===== src/design/aod_pkg.sv =====
package aod_pkg;

  // Default widths of the sample and of the envelope fraction
  localparam int SAMPLE_BITS_DEF   = 16;
  localparam int FRACTION_BITS_DEF = 24;

  // Fixed field widths
  localparam int COUNT_BITS      = 16;
  localparam int STRENGTH_BITS   = 16;
  localparam int SAMPLE_NUM_BITS = 48;
  localparam int SEQ_BITS        = 32;
  localparam int CFG_DATA_BITS   = 16;
  localparam int CFG_INDEX_BITS  = 1;

  // Register indexes of the configuration port
  localparam logic [CFG_INDEX_BITS-1:0] REG_REFRACTORY = 1'b0;
  localparam logic [CFG_INDEX_BITS-1:0] REG_RELEASE    = 1'b1;

  // Register reset values
  localparam logic [COUNT_BITS-1:0] REFRACTORY_RESET = 16'd4320;
  localparam logic [COUNT_BITS-1:0] RELEASE_RESET    = 16'd1200;

  // Tracker coefficients, Q0.24 rounded to nearest
  localparam int COEF_BITS = 24;
  localparam logic [COEF_BITS-1:0] COEF_FAST_UP   = 24'd5872026;
  localparam logic [COEF_BITS-1:0] COEF_FAST_DOWN = 24'd335544;
  localparam logic [COEF_BITS-1:0] COEF_SLOW      = 24'd50332;
  localparam logic [COEF_BITS-1:0] COEF_NOISE     = 24'd1678;

  // Control of the shared multiply-accumulate unit
  typedef struct packed {
    logic en;    // take a partial product this cycle
    logic high;  // upper half of the operand, add onto the accumulator
  } mac_ctl_t;

endpackage


===== src/design/aod_mac.sv =====
module aod_mac #(
  parameter int ENV_BITS = aod_pkg::SAMPLE_BITS_DEF + aod_pkg::FRACTION_BITS_DEF + 1
) (
  input  logic                         clk,
  input  aod_pkg::mac_ctl_t            ctl,
  input  logic [ENV_BITS-1:0]          operand,
  input  logic [aod_pkg::COEF_BITS-1:0] coef,
  output logic [ENV_BITS-1:0]          step
);

  localparam int CB       = aod_pkg::COEF_BITS;
  localparam int LO_BITS  = (ENV_BITS + 1) / 2;
  localparam int PROD_BITS = LO_BITS + CB;
  localparam int ACC_BITS = ENV_BITS + CB;

  logic [LO_BITS-1:0]   part;
  logic [PROD_BITS-1:0] prod;
  logic [ACC_BITS-1:0]  acc;

  // Two partial products: low half first, then the high half shifted up
  always_comb begin
    part = ctl.high ? LO_BITS'(operand >> LO_BITS) : operand[LO_BITS-1:0];
    prod = PROD_BITS'(part) * PROD_BITS'(coef);
  end

  always_ff @(posedge clk) begin
    if (ctl.en) begin
      if (ctl.high) begin
        acc <= acc + (ACC_BITS'(prod) << LO_BITS);
      end else begin
        acc <= ACC_BITS'(prod);
      end
    end
  end

  // floor(operand * coef / 2^24); never above the operand
  assign step = acc[ACC_BITS-1:CB];

endmodule


===== src/design/audio_onset_detector_core.sv =====
// Audio onset detector. Each input transaction carries one signed sample; each
// sample gives exactly one result transaction with the onset flag, the onset
// strength (integer part of the fast envelope, saturated to 16 bits, zero
// when there is no onset), the running sample number and the onset count.
// The flux |sample - previous sample| drives a fast envelope, a slow envelope
// and a noise floor that adapts only while the slow envelope is below the
// quiet level. All three trackers share one multiply-accumulate unit that
// forms each tracker step from two partial products, one tracker after
// another; the noise floor step is skipped while the slow envelope is above
// the quiet level, and the noise floor then holds. The block
// takes no new sample while one is in work; a finished result sits in the
// output register, and the next sample is accepted while it waits. The
// register refractory_samples (index 0) sets the minimum spacing of onsets,
// release_samples (index 1) the settled time needed before re-arming; write
// them only while the block is idle. Reset is synchronous and active high.
module audio_onset_detector_core #(
  parameter int SAMPLE_BITS   = aod_pkg::SAMPLE_BITS_DEF,
  parameter int FRACTION_BITS = aod_pkg::FRACTION_BITS_DEF
) (
  input  logic                                 clk,
  input  logic                                 rst,
  // configuration
  input  logic                                 cfg_write_enable,
  input  logic [aod_pkg::CFG_INDEX_BITS-1:0]   cfg_index,
  input  logic [aod_pkg::CFG_DATA_BITS-1:0]    cfg_data,
  // sample channel
  input  logic                                 in_valid,
  output logic                                 in_ready,
  input  logic signed [SAMPLE_BITS-1:0]        sample,
  // result channel
  output logic                                 out_valid,
  input  logic                                 out_ready,
  output logic                                 attack_detected,
  output logic [aod_pkg::STRENGTH_BITS-1:0]    attack_strength,
  output logic [aod_pkg::SAMPLE_NUM_BITS-1:0]  sample_number,
  output logic [aod_pkg::SEQ_BITS-1:0]         attack_sequence
);

  localparam int ENV_BITS   = SAMPLE_BITS + FRACTION_BITS + 1;
  localparam int N7_BITS    = ENV_BITS + 3;
  localparam int THR_BITS   = ENV_BITS + 2;
  localparam int CMP_BITS   = ENV_BITS + 7;
  localparam int FULL_SHIFT = SAMPLE_BITS - 1 + FRACTION_BITS;
  localparam int CNT        = aod_pkg::COUNT_BITS;
  localparam int CB         = aod_pkg::COEF_BITS;

  // Quiet level 0.012 and minimum threshold 0.0015 of full scale
  localparam logic [63:0] QUIET_WIDE = (64'd12 << FULL_SHIFT) / 64'd1000;
  localparam logic [63:0] MIN_WIDE   = (64'd15 << FULL_SHIFT) / 64'd10000;
  localparam logic [ENV_BITS-1:0] QUIET_LEVEL   = QUIET_WIDE[ENV_BITS-1:0];
  localparam logic [THR_BITS-1:0] MIN_THRESHOLD = MIN_WIDE[THR_BITS-1:0];
  localparam logic [CNT-1:0]      COUNT_MAX     = '1;
  localparam logic [63:0]         STRENGTH_MAX  = 64'hFFFF;

  typedef enum logic [3:0] {
    ST_IDLE,
    ST_DIFF,
    ST_MUL_LO,
    ST_MUL_HI,
    ST_UPDATE,
    ST_SCALE,
    ST_THRESH,
    ST_COMPARE,
    ST_DECIDE
  } state_t;

  typedef enum logic [1:0] {
    TRK_FAST,
    TRK_SLOW,
    TRK_NOISE
  } tracker_t;

  state_t   state;
  tracker_t trk;

  // configuration registers
  logic [CNT-1:0] refractory_samples;
  logic [CNT-1:0] release_samples;

  // detector state
  logic signed [SAMPLE_BITS-1:0] previous_sample;
  logic [ENV_BITS-1:0] fast_envelope;
  logic [ENV_BITS-1:0] slow_envelope;
  logic [ENV_BITS-1:0] noise_floor;
  logic [CNT-1:0]      since_onset;
  logic [CNT-1:0]      settled_count;
  logic                armed;
  logic [aod_pkg::SAMPLE_NUM_BITS-1:0] sample_counter;
  logic [aod_pkg::SEQ_BITS-1:0]        onset_counter;

  // per-sample working registers
  logic [ENV_BITS-1:0] flux_fx;
  logic [ENV_BITS-1:0] diff;
  logic                dir_up;
  logic [CB-1:0]       coef;
  logic [N7_BITS-1:0]  noise7;
  logic [CMP_BITS-1:0] fast20;
  logic [N7_BITS-1:0]  fast5;
  logic [N7_BITS-1:0]  slow6;
  logic [THR_BITS-1:0] threshold;
  logic                settled;
  logic                sharp_rise;

  // combinational helpers
  logic signed [SAMPLE_BITS:0] sample_delta;
  logic [SAMPLE_BITS-1:0]      flux;
  logic [ENV_BITS-1:0]         env_cur;
  logic [ENV_BITS-1:0]         tgt_cur;
  logic                        tgt_ge;
  logic [ENV_BITS-1:0]         env_new;
  logic [ENV_BITS-1:0]         step;
  logic [THR_BITS-1:0]         noise35;
  logic [CMP_BITS-1:0]         thr17;
  logic                        refractory_done;
  logic [CNT-1:0]              settled_inc;
  logic [CNT-1:0]              settled_next;
  logic                        armed_next;
  logic                        onset;
  logic [63:0]                 whole;
  logic [aod_pkg::STRENGTH_BITS-1:0] strength;
  logic                        out_free;
  aod_pkg::mac_ctl_t           mac_ctl;

  assign in_ready = (state == ST_IDLE);
  assign out_free = !out_valid || out_ready;

  // Flux from the new sample
  always_comb begin
    sample_delta = (SAMPLE_BITS+1)'(sample) - (SAMPLE_BITS+1)'(previous_sample);
    flux = sample_delta[SAMPLE_BITS] ? SAMPLE_BITS'(-sample_delta)
                                     : sample_delta[SAMPLE_BITS-1:0];
  end

  // Pick the tracker the shared unit works on
  always_comb begin
    case (trk)
      TRK_FAST: begin
        env_cur = fast_envelope;
        tgt_cur = flux_fx;
      end
      TRK_SLOW: begin
        env_cur = slow_envelope;
        tgt_cur = flux_fx;
      end
      TRK_NOISE: begin
        env_cur = noise_floor;
        tgt_cur = slow_envelope;
      end
      default: begin
        env_cur = fast_envelope;
        tgt_cur = flux_fx;
      end
    endcase
    tgt_ge  = (tgt_cur >= env_cur);
    env_new = dir_up ? env_cur + step : env_cur - step;
  end

  always_comb begin
    mac_ctl.en   = (state == ST_MUL_LO) || (state == ST_MUL_HI);
    mac_ctl.high = (state == ST_MUL_HI);
  end

  aod_mac #(
    .ENV_BITS(ENV_BITS)
  ) u_mac (
    .clk     (clk),
    .ctl     (mac_ctl),
    .operand (diff),
    .coef    (coef),
    .step    (step)
  );

  // Threshold pieces and the arm / onset decision
  always_comb begin
    noise35 = THR_BITS'(noise7 >> 1);
    thr17   = (CMP_BITS'(threshold) << 4) + CMP_BITS'(threshold);

    refractory_done = (since_onset >= refractory_samples);
    settled_inc = (settled_count == COUNT_MAX) ? COUNT_MAX : settled_count + 1'b1;
    settled_next = settled_count;
    armed_next   = armed;
    if (!armed) begin
      settled_next = settled ? settled_inc : '0;
      if ((settled_next >= release_samples) && refractory_done) begin
        armed_next   = 1'b1;
        settled_next = '0;
      end
    end
    onset = armed_next && sharp_rise && refractory_done;
    if (onset) begin
      armed_next   = 1'b0;
      settled_next = '0;
    end

    whole    = 64'(fast_envelope >> FRACTION_BITS);
    strength = (whole > STRENGTH_MAX) ? '1 : whole[aod_pkg::STRENGTH_BITS-1:0];
  end

  always_ff @(posedge clk) begin
    if (rst) begin
      state              <= ST_IDLE;
      trk                <= TRK_FAST;
      refractory_samples <= aod_pkg::REFRACTORY_RESET;
      release_samples    <= aod_pkg::RELEASE_RESET;
      previous_sample    <= '0;
      fast_envelope      <= '0;
      slow_envelope      <= '0;
      noise_floor        <= '0;
      since_onset        <= '0;
      settled_count      <= '0;
      armed              <= 1'b0;
      sample_counter     <= '0;
      onset_counter      <= '0;
      out_valid          <= 1'b0;
    end else begin
      // configuration writes
      if (cfg_write_enable) begin
        case (cfg_index)
          aod_pkg::REG_REFRACTORY: refractory_samples <= cfg_data;
          aod_pkg::REG_RELEASE:    release_samples    <= cfg_data;
          default: ;
        endcase
      end

      // drop the result once taken, unless a new one replaces it this cycle
      if (out_valid && out_ready && (state != ST_DECIDE)) begin
        out_valid <= 1'b0;
      end

      case (state)
        ST_IDLE: begin
          if (in_valid) begin
            previous_sample <= sample;
            flux_fx         <= ENV_BITS'(flux) << FRACTION_BITS;
            sample_counter  <= sample_counter + 1'b1;
            if (since_onset != COUNT_MAX) begin
              since_onset <= since_onset + 1'b1;
            end
            trk   <= TRK_FAST;
            state <= ST_DIFF;
          end
        end
        ST_DIFF: begin
          // noise floor holds while the slow envelope is loud
          if ((trk == TRK_NOISE) && !(slow_envelope < QUIET_LEVEL)) begin
            state <= ST_SCALE;
          end else begin
            dir_up <= tgt_ge;
            diff   <= tgt_ge ? tgt_cur - env_cur : env_cur - tgt_cur;
            case (trk)
              TRK_FAST:  coef <= tgt_ge ? aod_pkg::COEF_FAST_UP : aod_pkg::COEF_FAST_DOWN;
              TRK_SLOW:  coef <= aod_pkg::COEF_SLOW;
              TRK_NOISE: coef <= aod_pkg::COEF_NOISE;
              default:   coef <= aod_pkg::COEF_SLOW;
            endcase
            state <= ST_MUL_LO;
          end
        end
        ST_MUL_LO: begin
          state <= ST_MUL_HI;
        end
        ST_MUL_HI: begin
          state <= ST_UPDATE;
        end
        ST_UPDATE: begin
          // move the tracker toward its target, then advance to the next one
          case (trk)
            TRK_FAST: begin
              fast_envelope <= env_new;
              trk           <= TRK_SLOW;
              state         <= ST_DIFF;
            end
            TRK_SLOW: begin
              slow_envelope <= env_new;
              trk           <= TRK_NOISE;
              state         <= ST_DIFF;
            end
            TRK_NOISE: begin
              noise_floor <= env_new;
              state       <= ST_SCALE;
            end
            default: begin
              state <= ST_SCALE;
            end
          endcase
        end
        ST_SCALE: begin
          noise7 <= (N7_BITS'(noise_floor) << 3) - N7_BITS'(noise_floor);
          fast20 <= (CMP_BITS'(fast_envelope) << 4) + (CMP_BITS'(fast_envelope) << 2);
          fast5  <= (N7_BITS'(fast_envelope) << 2) + N7_BITS'(fast_envelope);
          slow6  <= (N7_BITS'(slow_envelope) << 2) + (N7_BITS'(slow_envelope) << 1);
          state  <= ST_THRESH;
        end
        ST_THRESH: begin
          threshold <= (noise35 > MIN_THRESHOLD) ? noise35 : MIN_THRESHOLD;
          state     <= ST_COMPARE;
        end
        ST_COMPARE: begin
          settled    <= (fast20 < thr17) || (fast5 < slow6);
          sharp_rise <= (THR_BITS'(fast_envelope) > threshold) &&
                        ((ENV_BITS+1)'(fast_envelope) > ((ENV_BITS+1)'(slow_envelope) << 1));
          state      <= ST_DECIDE;
        end
        ST_DECIDE: begin
          // hold here until the output register is free
          if (out_free) begin
            armed         <= armed_next;
            settled_count <= settled_next;
            if (onset) begin
              since_onset   <= '0;
              onset_counter <= onset_counter + 1'b1;
            end
            out_valid       <= 1'b1;
            attack_detected <= onset;
            attack_strength <= onset ? strength : '0;
            sample_number   <= sample_counter;
            attack_sequence <= onset ? onset_counter + 1'b1 : onset_counter;
            state           <= ST_IDLE;
          end
        end
        default: begin
          state <= ST_IDLE;
        end
      endcase
    end
  end

endmodule


===== config.mk =====
export PLATFORM = sky130hd
export DESIGN_NAME = audio_onset_detector_core
export DESIGN_NICKNAME = d
export VERILOG_FILES = /design/src/design/aod_pkg.sv /design/src/design/aod_mac.sv /design/src/design/audio_onset_detector_core.sv
export SDC_FILE = /design/constraint.sdc
export NUM_CORES = 2
export LEC_CHECK = 0
export BUFFER_PORTS_ARGS = -buffer_cell sky130_fd_sc_hd__buf_2
export CORE_AREA = 5 5 397 399
export DETAILED_ROUTE_END_ITERATION = 7
export DIE_AREA = 0 0 402 404
export GPL_TIMING_DRIVEN = 0
export PLACE_DENSITY_LB_ADDON = 0.15
export SLEW_MARGIN = 20
export SYNTH_ARGS = -nofsm -noshare
export SYNTH_HDL_FRONTEND = slang
export SYNTH_HIERARCHICAL = 1
export SYNTH_SLANG_ARGS = --single-unit

===== constraint.sdc =====
create_clock -name clk -period 16.1 [get_ports clk]
set_input_delay 3.22 -clock clk [delete_from_list [all_inputs] [get_ports clk]]
set_output_delay 3.22 -clock clk [all_outputs]
set_load 0.01 [all_outputs]

==> out/summary.md <==
Die footprint: 162000 sq um. The max-slew headroom at the worst pin is 13.4%, and the count of state elements after synthesis is 675. The highest net fanout along the worst path is 10, and the minimum period implied by the final worst setup slack is 13.58 ns. From left edge to right edge, the die measures 402 microns. The clock network latency to the later pin of the worst-skew pair was 0.70 ns; the post-synthesis share of cell area spent on full adders, half adders and majority gates was 25.6%.

The run gives 0 as the count of pins over their slew limit. The number of buffers inserted by post-CTS setup repair was 0; the global routing usage summed across all routing layers was 27.5%. The count of buffers added on input and output ports is 136.

In this run, post-CTS hold repair placed 0 buffers. Of the cells placed in the final design, the portion with a size suffix greater than 1 is 6.49%. The tools report the multi-input logic area as 46200 sq um.

Setup repair after global routing left no endpoint under its margin. Summed over all layers, the global routing overflow is 0. For the post-synthesis cell count, the log shows 7888. In the post-synthesis netlist, the biggest area contributors are sky130_fd_sc_hd__edfxtp_1 17%, sky130_fd_sc_hd__ha_1 13%, sky130_fd_sc_hd__fa_1 12%.

Number of instances resized during post-cts repair: 0. The first global-routing pass estimated 347000 microns of wire. Pin placement for this block handled 137 I/O pins. The tightest hold path in the finished design has a slack of 0.449 ns.

The critical path contains buffers and inverters numbering 11 combined. The number of fill cells is 15000, and the required time at the worst-slack endpoint is 16.53 ns. The synthesized area per cell was 8.68 sq um. The master of the slowest instance on the critical path was sky130_fd_sc_hd__mux2i_1. The run gives 2.52 ns as the worst-case setup margin in the final layout. For this run, the number of Yosys warnings is 6.

The logs give 17400 sq um for the register area and 230000 microns for the routed wire length. Summed over its instances, the top area cell type makes up 16.8% of the synthesized netlist area. In the routed design, unresolved DRC markers number 0. The routability congestion estimate from global placement is 0.962.

In the final design database the tool counted 9340 nets. The routed layout has 58800 vias. In the routed layout, each cell is associated on average with a via count of 5.73. The detail route stage leaves a number of antenna-violating nets equal to 0. STA classifies the critical path startpoint as a register. At the placement stage, the worst setup path has a slack of 2.75 ns.

On the critical path the largest part of the delay comes from adder cells. For the count of different cell masters after synthesis, the log shows 118. Measured against the total synthesized area, the mux share comes to 1.54%. The hold violation total from the final report was 0. The post-route clock period utilization came out at 84.3%.

The run finished with clean final reports. Summing the areas of all compound-gate instances in the mapped netlist gives 17.0% of the synthesized area. Compared with the post-synthesis result, the final layout area differs by 9.39%.

Arrival time at the worst endpoint: 14.00 ns. In this design, the critical path's most frequently occurring cell is sky130_fd_sc_hd__fa_1. In the final routed layout, each cell accounts on average for 22.4 microns. Count of endpoints failing setup in the final report: 0.

The class of the most critical setup path is reg -> reg. The clock arrives with 0.0560 ns of skew. The reported max-cap violation count came out at 0.

The commonest cells after synthesis are 912 x sky130_fd_sc_hd__inv_1, 845 x sky130_fd_sc_hd__nand2_1, 725 x sky130_fd_sc_hd__ha_1. Of the total synthesized cell area, the portion taken by AND, OR, NAND and NOR gates is 17.5%. Detailed placement finished with a half-perimeter wire length of 188000 microns.

At the pin with the least slew margin, the transition time is 1.29 ns. Counting along the longest clock path gives a buffer depth of 3. The synthesized design contains 384 enable-type register cells.

The floorplan step set the die height to 404 microns. The share of the Yosys chip area taken by registers is 25.4%. The async set-reset flop share out of synthesis came out at 0%. The via count of the first global-routing pass is 55900. TritonCTS built the clock tree.

The first-iteration detailed-routing DRC count came out at 5601. STA classifies the critical path endpoint as a register. Clock tree synthesis found a total of 675 sinks. For this configuration, the core starts out at a cell density of 44.6%.

In the post-synthesis netlist, the cell with the most instances is sky130_fd_sc_hd__inv_1. sky130_fd_sc_hd__edfxtp_1 takes more of the synthesized area than any other cell. The CTS H-tree depth was 3. The tools report the maximum operating frequency as 73.7 MHz. The root buffer cell chosen for the clock tree is sky130_fd_sc_hd__clkbuf_16.

The floorplan step defined a core boundary enclosing 154000 sq um. TritonCTS created 78 clock buffers. Combinational family with the most area after synthesis: adder cells. The logs give 144 for the floorplan row count and 6 for the length of the first detailed-routing pass in iterations.

Entering global routing, the biggest net connects 30 pins. The path class of the tightest hold or removal check is reg -> reg. The cell area after technology mapping is 68500 sq um, and the post-CTS clock slew at the launch and capture registers of the worst setup and hold paths is 0.06 ns. The run gives 10 as the initial antenna violation count. The most instantiated flip-flop cell in the synthesis netlist was sky130_fd_sc_hd__edfxtp_1.

The xor and xnor area share after synthesis is 5.73%. In this design, the stage delay of the slowest critical-path cell is 0.92 ns.
## logic make-up after synthesis
group,Yosys count
compound gates,1829
xor+xnor,448
fa+ha+maj,1148
buf+inv,1266
flops,675
mux,98
other cells,2
simple gates,2422
## through the flow
stage | utilization (%) | TNS [ns] | instances | cell area, sq um
global placement | 46.8 | -318.09 | 10100 | 71800
CTS | 48.8 | 0 | 10300 | 74900
detailed placement | 47.0 | 0 | 10100 | 72100
finish | 48.8 | 0 | 10300 | 74900
floorplan | - | 0 | 7910 | 68500
global route | 48.8 | 0 | 10300 | 74900
## per-layer routing
layer | global-route usage (%) | vias up | part of all wire [%]
met2 | 41.9 | 2068 | 43
li1 | - | 27600 | -
met5 | 0 | - | 0.020
met4 | 5.86 | 8 | 2.2
met3 | 4.89 | 272 | 7.6
met1 | 40.7 | 28900 | 47
## cell usage in the layout, fill, tap and decap left out, types with 147 or more instances in the layout
cell type,instances
sky130_fd_sc_hd__buf_2,174
sky130_fd_sc_hd__xor2_1,192
sky130_fd_sc_hd__a21oi_1,699
sky130_fd_sc_hd__a21o_1,224
sky130_fd_sc_hd__o21ai_0,278
sky130_fd_sc_hd__inv_1,912
sky130_fd_sc_hd__and2_1,257
sky130_fd_sc_hd__nor2b_1,147
sky130_fd_sc_hd__nor2_1,466
sky130_fd_sc_hd__edfxtp_1,384
sky130_fd_sc_hd__dfxtp_1,291
sky130_fd_sc_hd__nand2_1,845
sky130_fd_sc_hd__ha_1,725
sky130_fd_sc_hd__xnor2_1,256
sky130_fd_sc_hd__fa_1,423
sky130_fd_sc_hd__clkbuf_1,264
## sequential cells by signal (all words and copies together) (netlist names), 41 cells and up
register / cells
sample_counter: 48
sample_number: 48
fast20: 44
u_mac/acc: 44
noise7: 43
slow6: 43
threshold: 43
diff: 41
fast_envelope: 41
noise_floor: 41
slow_envelope: 41
## path summary, 6_finish.rpt
kind / startpoint / end / slack (ns) / depth (start not counted)
worst min register to register: sample_counter[18]$_SDFFE_PP0P_ / sample_number[18]$_DFFE_PP_ / 0.45 / 0
worst min-delay path: sample_counter[18]$_SDFFE_PP0P_ / sample_number[18]$_DFFE_PP_ / 0.45 / 0
worst max-delay path: state[0]$_SDFFE_PP0P_ / u_mac/acc[61]$_SDFFCE_PN0P_ / 2.52 / 40
worst max register to register: state[0]$_SDFFE_PP0P_ / u_mac/acc[61]$_SDFFCE_PN0P_ / 2.52 / 40
## final cells by class
| class | instances | share of cell area (%) |
|---|---|---|
| plain buffers | 353 | 2.12 |
| multi-input cells | 5969 | 61.7 |
| clock buffers | 102 | 2.81 |
| flip-flops and latches | 675 | 23.2 |
| repair buffers | 164 | 1.33 |
| well taps | 2044 | 3.41 |
| inverters | 913 | 4.58 |
| clock inverters | 41 | 0.860 |
| diodes | 3 | 0.0100 |
Power is left out: the tool's default activity adds up to more than one toggle a clock period on the data nets, which glitch-free logic cannot reach.
